==> config.mk <==
export PLATFORM = sky130hd
export DESIGN_NAME = risc_instruction_decoder_core
export DESIGN_NICKNAME = d
export VERILOG_FILES = /design/src/design/rid_pkg.sv /design/src/design/rid_front.sv /design/src/design/rid_queue.sv /design/src/design/rid_back.sv /design/src/design/risc_instruction_decoder_core.sv
export SDC_FILE = /design/constraint.sdc
export NUM_CORES = 1
export LEC_CHECK = 0
export BUFFER_PORTS_ARGS = -buffer_cell sky130_fd_sc_hd__buf_4
export CORE_MARGIN = 10
export CORE_UTILIZATION = 30
export CTS_CLUSTER_DIAMETER = 120
export DETAILED_ROUTE_END_ITERATION = 12
export HOLD_SLACK_MARGIN = 0.1
export PLACE_DENSITY_LB_ADDON = 0.2
export SYNTH_ARGS = -nofsm -noshare
export SYNTH_HDL_FRONTEND = slang
export SYNTH_SLANG_ARGS = --single-unit
==> constraint.sdc <==
create_clock -name clk -period 16.7 [get_ports clk]
set_clock_uncertainty 0.15 [all_clocks]
set_input_delay 5.01 -clock clk [delete_from_list [all_inputs] [get_ports clk]]
set_output_delay 5.01 -clock clk [all_outputs]
set_load 0.1 [all_outputs]
==> src/design/rid_pkg.sv <==
package rid_pkg;

	localparam logic [31:0] RESET_START_ADDR = 32'h0040_0000;
	localparam int          QUEUE_DEPTH_DEF  = 4;

	// dense mnemonic codes
	typedef enum logic [5:0] {
		MN_SLL, MN_SRL, MN_SRA, MN_SLLV, MN_SRLV, MN_SRAV, MN_JR, MN_JALR,
		MN_SYSCALL, MN_BREAK, MN_MFHI, MN_MTHI, MN_MFLO, MN_MTLO,
		MN_MULT, MN_MULTU, MN_DIV, MN_DIVU,
		MN_ADD, MN_ADDU, MN_SUB, MN_SUBU, MN_AND, MN_OR, MN_XOR, MN_NOR,
		MN_SLT, MN_SLTU,
		MN_J, MN_JAL,
		MN_BLTZ, MN_BGEZ, MN_BEQ, MN_BNE, MN_BLEZ, MN_BGTZ,
		MN_ADDI, MN_ADDIU, MN_SLTI, MN_SLTIU, MN_ANDI, MN_ORI, MN_XORI, MN_LUI,
		MN_LB, MN_LH, MN_LW, MN_LBU, MN_LHU, MN_SB, MN_SH, MN_SW,
		MN_LWC1, MN_SWC1,
		MN_ADD_S, MN_CVT_S_W
	} mnem_t;

	// primary opcodes given names, most of which need more than a plain lookup
	localparam logic [5:0] OP_SPECIAL = 6'h00;
	localparam logic [5:0] OP_REGIMM  = 6'h01;
	localparam logic [5:0] OP_J       = 6'h02;
	localparam logic [5:0] OP_JAL     = 6'h03;
	localparam logic [5:0] OP_BLEZ    = 6'h06;
	localparam logic [5:0] OP_BGTZ    = 6'h07;
	localparam logic [5:0] OP_COP1    = 6'h11;

	localparam logic [4:0] RT_BLTZ   = 5'd0;
	localparam logic [4:0] RT_BGEZ   = 5'd1;
	localparam logic [4:0] RT_ZERO   = 5'd0;
	localparam logic [5:0] FN_ADD_S  = 6'h00;
	localparam logic [5:0] FN_CVT_SW = 6'h20;

	typedef struct packed {
		logic  known;
		mnem_t mnem;
	} rid_class_t;

	// front to back queue entry
	typedef struct packed {
		logic [31:0] addr;
		logic        known;
		mnem_t       mnem;
		logic [31:0] word;
	} rid_dec_t;

	// one finished result
	typedef struct packed {
		logic [31:0]        addr;
		logic               known;
		mnem_t              mnem;
		logic [4:0]         rs;
		logic [4:0]         rt;
		logic [4:0]         rd;
		logic [4:0]         shamt;
		logic signed [15:0] imm;
		logic [25:0]        jidx;
		logic [31:0]        btgt;
	} rid_res_t;

	function automatic rid_class_t rid_classify(logic [31:0] word);
		rid_class_t c;
		logic [5:0] op;
		logic [5:0] fn;
		logic [4:0] rt;
		op      = word[31:26];
		fn      = word[5:0];
		rt      = word[20:16];
		c.known = 1'b1;
		c.mnem  = MN_SLL;
		case (op)
			OP_SPECIAL: begin
				// function field lookup
				case (fn)
					6'h00: c.mnem = MN_SLL;
					6'h02: c.mnem = MN_SRL;
					6'h03: c.mnem = MN_SRA;
					6'h04: c.mnem = MN_SLLV;
					6'h06: c.mnem = MN_SRLV;
					6'h07: c.mnem = MN_SRAV;
					6'h08: c.mnem = MN_JR;
					6'h09: c.mnem = MN_JALR;
					6'h0c: c.mnem = MN_SYSCALL;
					6'h0d: c.mnem = MN_BREAK;
					6'h10: c.mnem = MN_MFHI;
					6'h11: c.mnem = MN_MTHI;
					6'h12: c.mnem = MN_MFLO;
					6'h13: c.mnem = MN_MTLO;
					6'h18: c.mnem = MN_MULT;
					6'h19: c.mnem = MN_MULTU;
					6'h1a: c.mnem = MN_DIV;
					6'h1b: c.mnem = MN_DIVU;
					6'h20: c.mnem = MN_ADD;
					6'h21: c.mnem = MN_ADDU;
					6'h22: c.mnem = MN_SUB;
					6'h23: c.mnem = MN_SUBU;
					6'h24: c.mnem = MN_AND;
					6'h25: c.mnem = MN_OR;
					6'h26: c.mnem = MN_XOR;
					6'h27: c.mnem = MN_NOR;
					6'h2a: c.mnem = MN_SLT;
					6'h2b: c.mnem = MN_SLTU;
					default: c.known = 1'b0;
				endcase
			end
			OP_REGIMM: begin
				if (rt == RT_BLTZ) begin
					c.mnem = MN_BLTZ;
				end else if (rt == RT_BGEZ) begin
					c.mnem = MN_BGEZ;
				end else begin
					c.known = 1'b0;
				end
			end
			OP_J:    c.mnem = MN_J;
			OP_JAL:  c.mnem = MN_JAL;
			OP_BLEZ: begin
				c.mnem  = MN_BLEZ;
				c.known = (rt == RT_ZERO);
			end
			OP_BGTZ: begin
				c.mnem  = MN_BGTZ;
				c.known = (rt == RT_ZERO);
			end
			OP_COP1: begin
				if (fn == FN_ADD_S) begin
					c.mnem = MN_ADD_S;
				end else if (fn == FN_CVT_SW) begin
					c.mnem = MN_CVT_S_W;
				end else begin
					c.known = 1'b0;
				end
			end
			6'h04: c.mnem = MN_BEQ;
			6'h05: c.mnem = MN_BNE;
			6'h08: c.mnem = MN_ADDI;
			6'h09: c.mnem = MN_ADDIU;
			6'h0a: c.mnem = MN_SLTI;
			6'h0b: c.mnem = MN_SLTIU;
			6'h0c: c.mnem = MN_ANDI;
			6'h0d: c.mnem = MN_ORI;
			6'h0e: c.mnem = MN_XORI;
			6'h0f: c.mnem = MN_LUI;
			6'h20: c.mnem = MN_LB;
			6'h21: c.mnem = MN_LH;
			6'h23: c.mnem = MN_LW;
			6'h24: c.mnem = MN_LBU;
			6'h25: c.mnem = MN_LHU;
			6'h28: c.mnem = MN_SB;
			6'h29: c.mnem = MN_SH;
			6'h2b: c.mnem = MN_SW;
			6'h31: c.mnem = MN_LWC1;
			6'h39: c.mnem = MN_SWC1;
			default: c.known = 1'b0;
		endcase
		// unrecognised words report code zero
		if (!c.known) begin
			c.mnem = MN_SLL;
		end
		return c;
	endfunction

endpackage

==> src/design/rid_front.sv <==
module rid_front (
	input  logic              clk,
	input  logic              arst_n,
	input  logic              cfg_wr,
	input  logic [31:0]       cfg_data,
	input  logic              push,
	output logic              full,
	input  logic [31:0]       instr_word,
	output logic              out_valid,
	input  logic              out_ready,
	output rid_pkg::rid_dec_t out_dec
);
	import rid_pkg::*;

	logic        vld_s1;
	rid_dec_t    dec_s1;
	logic [31:0] pc_q;
	logic        accept;
	rid_class_t  cls;

	assign full      = vld_s1 && !out_ready;
	assign accept    = push && !full;
	assign cls       = rid_classify(instr_word);
	assign out_valid = vld_s1;
	assign out_dec   = dec_s1;

	always_ff @(posedge clk or negedge arst_n) begin
		if (!arst_n) begin
			pc_q <= RESET_START_ADDR;
		end else if (cfg_wr) begin
			pc_q <= cfg_data;
		end else if (accept) begin
			pc_q <= pc_q + 32'd4;
		end
	end

	always_ff @(posedge clk or negedge arst_n) begin
		if (!arst_n) begin
			vld_s1 <= 1'b0;
		end else if (accept) begin
			vld_s1 <= 1'b1;
		end else if (out_ready) begin
			vld_s1 <= 1'b0;
		end
	end

	always_ff @(posedge clk) begin
		if (accept) begin
			dec_s1.addr  <= pc_q;
			dec_s1.known <= cls.known;
			dec_s1.mnem  <= cls.mnem;
			dec_s1.word  <= instr_word;
		end
	end

endmodule

==> src/design/rid_queue.sv <==
module rid_queue #(
	parameter int DEPTH = rid_pkg::QUEUE_DEPTH_DEF
) (
	input  logic              clk,
	input  logic              arst_n,
	input  logic              in_valid,
	output logic              in_ready,
	input  rid_pkg::rid_dec_t in_dec,
	output logic              out_valid,
	input  logic              out_ready,
	output rid_pkg::rid_dec_t out_dec
);
	import rid_pkg::*;

	localparam int IdxW = $clog2(DEPTH);
	localparam int CntW = $clog2(DEPTH + 1);

	rid_dec_t        mem_q [DEPTH];
	logic [IdxW-1:0] wr_ptr_q;
	logic [IdxW-1:0] rd_ptr_q;
	logic [CntW-1:0] cnt_q;
	logic            do_push;
	logic            do_pop;

	assign in_ready  = (cnt_q != CntW'(DEPTH));
	assign out_valid = (cnt_q != '0);
	assign do_push   = in_valid && in_ready;
	assign do_pop    = out_valid && out_ready;
	assign out_dec   = mem_q[rd_ptr_q];

	always_ff @(posedge clk or negedge arst_n) begin
		if (!arst_n) begin
			wr_ptr_q <= '0;
			rd_ptr_q <= '0;
			cnt_q    <= '0;
		end else begin
			if (do_push) begin
				wr_ptr_q <= (wr_ptr_q == IdxW'(DEPTH - 1)) ? '0 : wr_ptr_q + 1'b1;
			end
			if (do_pop) begin
				rd_ptr_q <= (rd_ptr_q == IdxW'(DEPTH - 1)) ? '0 : rd_ptr_q + 1'b1;
			end
			case ({do_push, do_pop})
				2'b10:   cnt_q <= cnt_q + 1'b1;
				2'b01:   cnt_q <= cnt_q - 1'b1;
				default: cnt_q <= cnt_q;
			endcase
		end
	end

	always_ff @(posedge clk) begin
		if (do_push) begin
			mem_q[wr_ptr_q] <= in_dec;
		end
	end

endmodule

==> src/design/rid_back.sv <==
module rid_back (
	input  logic              clk,
	input  logic              arst_n,
	input  logic              in_valid,
	output logic              in_ready,
	input  rid_pkg::rid_dec_t in_dec,
	output logic              empty,
	input  logic              pop,
	output rid_pkg::rid_res_t res
);
	import rid_pkg::*;

	logic        vld_s2;
	rid_res_t    res_s2;
	logic        load;
	logic [31:0] imm_ofs;

	assign in_ready = !vld_s2 || pop;
	assign load     = in_valid && in_ready;
	assign empty    = !vld_s2;
	assign res      = res_s2;
	// sign-extended immediate, word scaled
	assign imm_ofs  = {{14{in_dec.word[15]}}, in_dec.word[15:0], 2'b00};

	always_ff @(posedge clk or negedge arst_n) begin
		if (!arst_n) begin
			vld_s2 <= 1'b0;
		end else if (load) begin
			vld_s2 <= 1'b1;
		end else if (pop) begin
			vld_s2 <= 1'b0;
		end
	end

	always_ff @(posedge clk) begin
		if (load) begin
			res_s2.addr  <= in_dec.addr;
			res_s2.known <= in_dec.known;
			res_s2.mnem  <= in_dec.mnem;
			res_s2.rs    <= in_dec.word[25:21];
			res_s2.rt    <= in_dec.word[20:16];
			res_s2.rd    <= in_dec.word[15:11];
			res_s2.shamt <= in_dec.word[10:6];
			res_s2.imm   <= $signed(in_dec.word[15:0]);
			res_s2.jidx  <= in_dec.word[25:0];
			res_s2.btgt  <= in_dec.addr + 32'd4 + imm_ofs;
		end
	end

endmodule

==> src/design/risc_instruction_decoder_core.sv <==
// Instruction decoder for the classic 32-bit load/store RISC set (first
// revision) with its own fetch counter. Push one 32-bit instruction word per
// cycle while full is low, in fetch order; each word yields exactly one
// result, popped from the result side in the same order. The word's address
// is the counter value at the transfer; the counter then steps by 4 and
// wraps at 2^32. It starts at 0x0040_0000 after reset, and a transfer on the
// configuration channel (always ready) loads start_address into it at once;
// write it only while no words are in flight. Results carry a dense mnemonic
// code 0..55 with a known flag (code 0 when not known), the raw register,
// shift, immediate and jump-index fields, and the branch target address + 4 +
// (immediate << 2). Throughput is one word per cycle in both directions while
// full is low and results are popped. From the input transfer the word sits
// in the classify register, moves into the decoupling queue and then into the
// output register, where the result shows. The input stalls only when the
// classify register, the queue of QUEUE_DEPTH entries (2 or more) and the
// output register are all occupied.
module risc_instruction_decoder_core #(
	parameter int QUEUE_DEPTH = rid_pkg::QUEUE_DEPTH_DEF
) (
	input  logic               clk,
	input  logic               arst_n,
	// configuration channel
	input  logic               cfg_valid,
	output logic               cfg_ready,
	input  logic [31:0]        start_address,
	// instruction input
	input  logic               push,
	output logic               full,
	input  logic [31:0]        instr_word,
	// result output
	output logic               empty,
	input  logic               pop,
	output logic [31:0]        instr_address,
	output logic               known,
	output logic [5:0]         mnemonic,
	output logic [4:0]         rs,
	output logic [4:0]         rt,
	output logic [4:0]         rd,
	output logic [4:0]         shift_amount,
	output logic signed [15:0] immediate,
	output logic [25:0]        jump_index,
	output logic [31:0]        branch_target
);
	import rid_pkg::*;

	logic     fq_valid;
	logic     fq_ready;
	rid_dec_t fq_dec;
	logic     qb_valid;
	logic     qb_ready;
	rid_dec_t qb_dec;
	rid_res_t res;

	// counter load is a plain register write, never stalls
	assign cfg_ready = 1'b1;

	// front: counter, classification, one register stage
	rid_front u_front (
		.clk        (clk),
		.arst_n     (arst_n),
		.cfg_wr     (cfg_valid && cfg_ready),
		.cfg_data   (start_address),
		.push       (push),
		.full       (full),
		.instr_word (instr_word),
		.out_valid  (fq_valid),
		.out_ready  (fq_ready),
		.out_dec    (fq_dec)
	);

	// decoupling queue between classify and field/target generation
	rid_queue #(
		.DEPTH (QUEUE_DEPTH)
	) u_queue (
		.clk       (clk),
		.arst_n    (arst_n),
		.in_valid  (fq_valid),
		.in_ready  (fq_ready),
		.in_dec    (fq_dec),
		.out_valid (qb_valid),
		.out_ready (qb_ready),
		.out_dec   (qb_dec)
	);

	// back: field split, branch target add, output register
	rid_back u_back (
		.clk      (clk),
		.arst_n   (arst_n),
		.in_valid (qb_valid),
		.in_ready (qb_ready),
		.in_dec   (qb_dec),
		.empty    (empty),
		.pop      (pop),
		.res      (res)
	);

	assign instr_address = res.addr;
	assign known         = res.known;
	assign mnemonic      = res.mnem;
	assign rs            = res.rs;
	assign rt            = res.rt;
	assign rd            = res.rd;
	assign shift_amount  = res.shamt;
	assign immediate     = res.imm;
	assign jump_index    = res.jidx;
	assign branch_target = res.btgt;

endmodule

Yosys cells after proc, flatten, opt, wreduce, memory -nomap -nowiden
Memories as Yosys holds them, arrays and structs flattened.
Cells that the tools add are included.
W data, S select, Z words.
{"block": "word_totals", "ff_bits": 245, "ramBits": 284, "input_bits": 69, "output_inout_bits": 136, "elab_cells": 129, "memories": 1}
{"memory": "u_queue.mem_q", "depth": 4, "width": 71, "rd": 1, "rd_ports_with_merged_regs": 0, "write_ports": 1, "line": "rid_queue.sv:18", "source": "rid_dec_t mem_q [DEPTH];"}
{"block": "classes", "n_addsub": 7, "n_eq_ne": 59, "muxes": 23, "n_reduce_logical": 19}
{"op": "$pmux W6 S27", "count": 1}
{"op": "$pmux W5 S27", "count": 1}
{"op": "$eq A6 B6 Y1 const B", "count": 20}
{"op": "$eq A6 B4 Y1 const B", "count": 12}
{"op": "$add A32 B3 Y32 const B", "count": 2}
{"op": "$mux W32", "count": 2}
{"op": "$eq A6 B5 Y1 const B", "count": 9}
{"op": "$eq A6 B3 Y1 const B", "count": 7}
{"op": "$add A32 B32 Y32", "count": 1}
{"op": "$reduce_or A28 Y1", "count": 1}
{"op": "$eq A6 B2 Y1 const B", "count": 4}
{"op": "$reduce_or A22 Y1", "count": 1}
{"op": "$mux W6", "count": 3}
{"op": "$logic_not A6 Y1", "count": 2}
{"op": "$mux W1", "count": 11}
{"op": "$reduce_bool A2 Y1", "count": 4}
{"op": "$eq A2 B2 Y1 const B", "count": 3}
{"op": "$eq A6 B1 Y1 const B", "count": 1}
{"op": "$pmux W3 S2", "count": 1}
{"op": "$eq A5 B1 Y1 const B", "count": 1}
{"op": "$logic_not A5 Y1", "count": 1}
{"op": "$mux W5", "count": 1}
{"op": "$pmux W1 S5", "count": 1}
{"op": "$add A2 B1 Y2 const B", "count": 2}
{"op": "other kinds (10)", "count": 16}

Depth between registers and ports, before layout
Gate-level depths: netlist (run 1).
{"block": "logic_depth", "word_depth": 7, "depth_mapped": 15, "mapped_depth_nobuf": 13}

By module
Synthesis (run 1) repeated with hierarchy kept, for this count alone.
{"block": "unflattened", "cells_unflattened": 1207, "area_unflattened_um2": 20666.1}
{"module": "rid_queue", "n_inst": 1, "cells_per_inst": 411, "area_each_um2": 10716.5, "seq_area_each_um2": 8703.3}
{"module": "rid_back", "n_inst": 1, "cells_per_inst": 392, "area_each_um2": 5267.6, "seq_area_each_um2": 2877.8}
{"module": "rid_front", "n_inst": 1, "cells_per_inst": 402, "area_each_um2": 4670.7, "seq_area_each_um2": 2959.1}
{"module": "risc_instruction_decoder_core", "n_inst": 1, "cells_per_inst": 2, "area_each_um2": 11.3, "seq_area_each_um2": 0.0}

Worst setup path before layout (run 1)
No wires, ideal clock.
{"block": "synth_path", "path_type": "input to register", "from": "input port pop", "to": "register u_queue.cnt_q[2]", "setup_time_ns": 0.079, "t_arrival_ns": 11.248, "required_ns": 16.471, "setup_slack_ns": 5.222, "stages": 8, "path_buffers": 0, "path_cell_list": "inv_1 a21oi_1 ha_1 inv_1 fa_1 xor2_1 nor2_1 xor2_1"}
{"block": "synth_between", "elab_chain_len": 4, "elab_cells_between_ends": 6, "classes_between": "eq/ne (2); mux (1); reduce/logical (3)"}
{"element": "start: declaration", "line": "risc_instruction_decoder_core.sv:32", "source": "input logic pop,"}
{"element": "$logic_or A1 B1 Y1 *", "line": "rid_back.sv:18", "source": "assign in_ready = !vld_s2 || pop;"}
{"element": "$logic_and A1 B1 Y1 *"}
{"element": "named net u_back.load", "line": "rid_back.sv:15", "source": "logic load;"}
{"element": "$eq A2 B1 Y1 or $eq A2 B2 Y1 (tied branches)", "line": "rid_queue.sv:43", "source": "case ({do_push, do_pop})"}
{"element": "$pmux W3 S2 or $reduce_bool A2 Y1 (tied branches)"}
{"element": "end signal: assignment", "line": "rid_queue.sv:44", "source": "2'b10: cnt_q <= cnt_q + 1'b1;"}
{"element": "end signal: assignment", "line": "rid_queue.sv:45", "source": "2'b01: cnt_q <= cnt_q - 1'b1;"}
{"element": "end signal: assignment", "line": "rid_queue.sv:46", "source": "default: cnt_q <= cnt_q;"}
{"element": "end: declaration", "line": "rid_queue.sv:21", "source": "logic [CntW-1:0] cnt_q;"}
Mark *: on every way through the listed nets, which the timed path passes. The rest lies on a longest branch.
A chain may end at the register's enable or synchronous reset.

Worst setup path after layout (run 1)
{"block": "layout_path", "from": "register u_queue.cnt_q[0]", "to": "output port full"}
{"block": "layout_between", "elab_chain_len": 3}
{"element": "$ne A3 B3 Y1", "line": "rid_queue.sv:25", "source": "assign in_ready = (cnt_q != CntW'(DEPTH));"}
{"element": "$logic_not A1 Y1", "line": "rid_front.sv:21", "source": "assign full = vld_s1 && !out_ready;"}
{"element": "$logic_and A1 B1 Y1", "line": "rid_front.sv:21"}
{"element": "end: declaration", "line": "risc_instruction_decoder_core.sv:28", "source": "output logic full,"}
Every way passes these cells.

==> metrics.cfg, run 1 <==
[clocking]
numCtsBuffers=51
cts_tree=yes
cts_max_level=2
cts_post_setup_buffers_inserted=0
cts_sinks=461
clock_latency_ns=0.60
hold_buffers=0
cts_resized=0
path_clk_slew_ns=0.06
cts.root.buffer_cell=clkbuf_16
clock_path_buffers=3

[synth]
yosysMostFrequentCell=edfxtp_1
yosys.area.top_type=edfxtp_1
synth_cell_types=70
synth_top_area_share=0.6474
synth_ff_type=edfxtp_1
syn_area_um2=19480
avgSynthCellArea_um2=16.32
synth-compound-area-share=0.05806
synthArstFlopShare=0.08894
synth_top_family_by_area=multiplexers
synth-simple-area-share=0.06242
synth_edf_count=420
synth_xor_xnor_area_share=0.02697
synthCells=1194
ys_seq_area_frac=0.7001
synth_warnings=0
muxShareOfSynthArea=0.07899
synth-seq-cells=461
synthTopCellsByCount=edfxtp_1 (420), nand2_1 (79), mux4_2 (65), ha_1 (64), o21ai_0 (58)
synth_nets=1329
yosys.area_share.adder=0.04316
ys_top_cells_by_area=edfxtp_1 (65%), mux4_2 (7.5%), dfrtp_1 (5.1%)

[sta]
fin_crit_sh=0.4226
setup_viol=0
fin_crit_ns=7.057
fmax_ghz=0.1417
tightest_slew_ns=0.9067
final_hold_viol_count=0
final_max_slew_viol_count=0
relSlewSlack=0.3877
final.setup.tns_ns=0
grt_setup_unrepaired=false

[placement]
place.gp.congestion=0.8200
dpl.hpwl_um=31740
portBuffers=203

[global_route]
grt_max_degree=64
grt_use_met1=0.1585
grt_use_met3=0.02622
grt_pass1_wl_um=70900
grt_pass1_vias=11300
overflow=0
grtUsageTotal=0.1233
busiest_layer=met2
grt_util_met2=0.2083
antenna_found_initial=0

[finish]
layout-drive-gt1-share=0.2599
areaGrowthSynthToFinish_pct=19.79
antenna_cells=0
final_nets=1512

[floorplan]
fp-row-count=93
initial_core_util=0.3028
die_h_um=274.8
dieArea_um2=75530
ioPinCount=205
core-area_um2=64350
die_w_um=274.8

[drt]
num_vias=10720
drt_iter0_drc=591
avgRoutedWirePerCell_um=20.62
wl_um=46910
drt_first_pass_iters=5
drc=0
via_per_inst=4.714
postRouteAntennaNets=0

[critical_path]
end_kind=primary output
path_class=reg2out
critPathLaunchType=register
crit_arrival_ns=1.90
crit_fanout=5
required_ns=11.54

[run_status]
status=finished, final reports clean

[worst_hold_path]
hold_class=reg2reg

[job]
drv_cap=0

==> flip-flops by register name (all words and copies together) (netlist names) <==
name	flops
u_back.res	95
u_back.vld_s2	1
u_front.out_dec	65
u_front.out_valid	1
u_front.pc_q	32
u_queue.cnt_q	3
u_queue.mem_q	260
u_queue.rd_ptr_q	2
u_queue.wr_ptr_q	2
==> per-layer routing <==
| metal | share of wire | vias up |
|---|---|---|
| li1 | - | 4985 |
| met1 | 0.44 | 5446 |
| met2 | 0.49 | 231 |
| met3 | 0.050 | 62 |
| met4 | 0.019 | 0 |
| met5 | 0 | - |
==> placed cells by master (no fill, tap or decap), drive strengths merged, types with 15 or more instances in the layout <==
| cell type | count |
|---|---|
| nand4 | 15 |
| ha | 64 |
| nor3 | 17 |
| nor2 | 42 |
| and3 | 17 |
| xor2 | 34 |
| inv | 33 |
| mux4 | 65 |
| dfrtp | 40 |
| xnor2 | 26 |
| nand3 | 21 |
| nand2 | 80 |
| a21oi | 42 |
| edfxtp | 420 |
| buf | 212 |
| clkbuf | 72 |
| o21ai | 72 |
| clkinv | 17 |
==> worst max-delay path, stage by stage (launching register included) <==
cell and delay, ns:
dfrtp_1 0.43, nand4bb_1 0.43, inv_1 0.14, buf_4 0.30
==> final cells by class <==
type                       instances  area (um2)
tap                              855        1070
inverter                          32       120.1
timing repair buffer             212        1592
sequential                       461       13650
multi-input combinational        619        5290
clock buffer                      72        1406
clock inverter                    24       214.0
fill                            6086       41010
==> cells by family after synthesis <==
family	after synthesis
AOI/OAI and AO/OA	185
xor gates and xnor gates	60
adders and majority gates	66
buffers and inverters	114
DFF	461
muxes	72
other	1
and+or+nand+nor	235
==> per-stage QoR <==
step	std cells	instance area [um2]	hold WS, ns	setup slack [ns]	utilization
floorplan	1194	19480	0.2711	5.222	-
global placement	2179	21720	0.2898	9.489	0.3375
detailed placement	2179	21720	0.2922	9.440	0.3375
CTS	2275	23340	0.3065	9.574	0.3627
global route	2275	23340	0.3315	9.503	0.3627
finish	2275	23340	0.2980	9.643	0.3627
==> path summary, 6_finish.rpt <==
| path | depth (start not counted) | end | from | slack, ns |
|---|---|---|---|---|
| max | 3 | full | u_queue.cnt_q[0] | 9.64 |
| min | 0 | u_front.out_dec[39] | u_front.pc_q[0] | 0.30 |
| max reg2reg | 10 | u_back.res[24] | u_queue.rd_ptr_q[0] | 11.41 |
| min reg2reg | 0 | u_front.out_dec[39] | u_front.pc_q[0] | 0.30 |
| max in group asynchronous | 1 | u_queue.rd_ptr_q[1] | arst_n | 11.59 |
| min in group asynchronous | 1 | u_front.pc_q[0] | arst_n | 4.28 |
Power of run 1 is left out: the tool's default activity adds up to more than one toggle a clock period on the data nets, which glitch-free logic cannot reach.
==> run 2, diff against run 1 <==
- clock period: 16.7 -> 6.7 ns (I/O delays scaled with it)
==> metrics.cfg, run 2 (synthesized netlist as in run 1, its figures left out) <==
[sta]
postLayoutSetupSlackWorst_ns=2.020
whs_ns=0.3139
grt_setup_unrepaired=false
fin_crit_sh=0.6986
fin_crit_ns=4.680
final_hold_viol_count=0
final.setup.tns_ns=0
tightest_slew_ns=1.117
relSlewSlack=0.2555
fmax_ghz=0.2137
final_max_slew_viol_count=0
setup_viol=0

[finish]
layout-drive-gt1-share=0.2611
largest_register_ffs=260
layoutNonFillerInstCount=2272
antenna_cells=0
regArea_um2=13650
areaGrowthSynthToFinish_pct=19.64
layout_commonest_cell=edfxtp_1
final_nets=1512
multi_input_comb_area_um2=5290
top_register=u_queue.mem_q
n_fill_cell=6127
layout_common_cells=edfxtp_1 (420), buf_4 (210), nand2_1 (79)

[clocking]
cts_tree=yes
cts_sinks=461
cts_max_level=2
cts.root.buffer_cell=clkbuf_16
clock_latency_ns=0.58
path_clk_slew_ns=0.06
clock_path_buffers=3
cts_resized=0
numCtsBuffers=51
hold_buffers=0
cts_post_setup_buffers_inserted=0

[placement]
portBuffers=203
place_inst=2179
place_ws_ns=1.988
place.gp.congestion=0.8426
dpl.hpwl_um=31810

[job]
drv_cap=0

[drt]
postRouteAntennaNets=0
num_vias=10770
wl_um=47670
drt_iter0_drc=652
drt_first_pass_iters=5
via_per_inst=4.738
avgRoutedWirePerCell_um=20.98
drc=0

[global_route]
grt_max_degree=99
overflow=0
grtUsageTotal=0.1241
antenna_found_initial=0
grt_pass1_vias=11370
grt_pass1_wl_um=70990

[critical_path]
end_kind=register
path_class=reg2reg
critPathLaunchType=register
crit_arrival_ns=4.86
crit_fanout=24
required_ns=6.88

[worst_hold_path]
hold_class=reg2reg

[floorplan]
die_w_um=274.8
ioPinCount=205
core-area_um2=64350
initial_core_util=0.3028
fp-row-count=93
die_h_um=274.8
dieArea_um2=75530

[run_status]
status=finished, final reports clean

run 2: cell count changes in the layout (fill, tap and decap cells not counted), sizes merged:
| cell | before | now |
|---|---|---|
| bufinv | 3 | 1 |
| clkbuf | 72 | 71 |
run 2: metrics by stage:
| step | util | instance area (um2) |
|---|---|---|
| 5_1_grt | 0.3622 | 23310 |
| 4_1_cts | 0.3622 | 23310 |
| 3_3_place_gp | 0.3379 | 21740 |
| 3_5_place_dp | 0.3379 | 21740 |
| 6_report | 0.3622 | 23310 |
| 2_1_floorplan | - | 19490 |
run 2: layout make-up:
cell class / count / share of cell area
timing repair buffer: 212 / 0.06935
inverter: 32 / 0.005153
sequential: 461 / 0.5855
clock inverter: 22 / 0.006066
multi-input combinational: 619 / 0.2270
clock buffer: 71 / 0.06109
tap: 855 / 0.04590
run 2: final timing paths:
check,to,from,cells past startpoint,slack [ns]
max reg2reg,u_back.res[25],u_queue.rd_ptr_q[0],12,2.02
max in group asynchronous,u_queue.rd_ptr_q[0],arst_n,1,4.60
min,u_front.out_dec[39],u_front.pc_q[0],0,0.31
min reg2reg,u_front.out_dec[39],u_front.pc_q[0],0,0.31
max,u_back.res[25],u_queue.rd_ptr_q[0],12,2.02
min in group asynchronous,u_back.vld_s2,arst_n,1,1.28
run 2: critical path, cell delays in order (launching register included):
cell and delay [ns]:
dfrtp_4 0.77, buf_4 0.41, mux4_2 0.56, ha_1 0.29
ha_1 0.22, inv_1 0.07, fa_1 0.39, nand2b_1 0.21
a21o_1 0.21, a211o_1 0.35, a21o_1 0.26, and2_1 0.17
o311a_1 0.32
run 2: routing by layer:
layer,global-route usage,wire [um],share of wire,vias to the layer above
li1,-,-,-,4984
met1,0.1592,20920,0.44,5452
met2,0.2071,23190,0.49,248
met3,0.02718,2361,0.050,81
met4,0.03868,1206,0.025,0
met5,0,0,0,-
Power of run 2 is left out for the same reason.
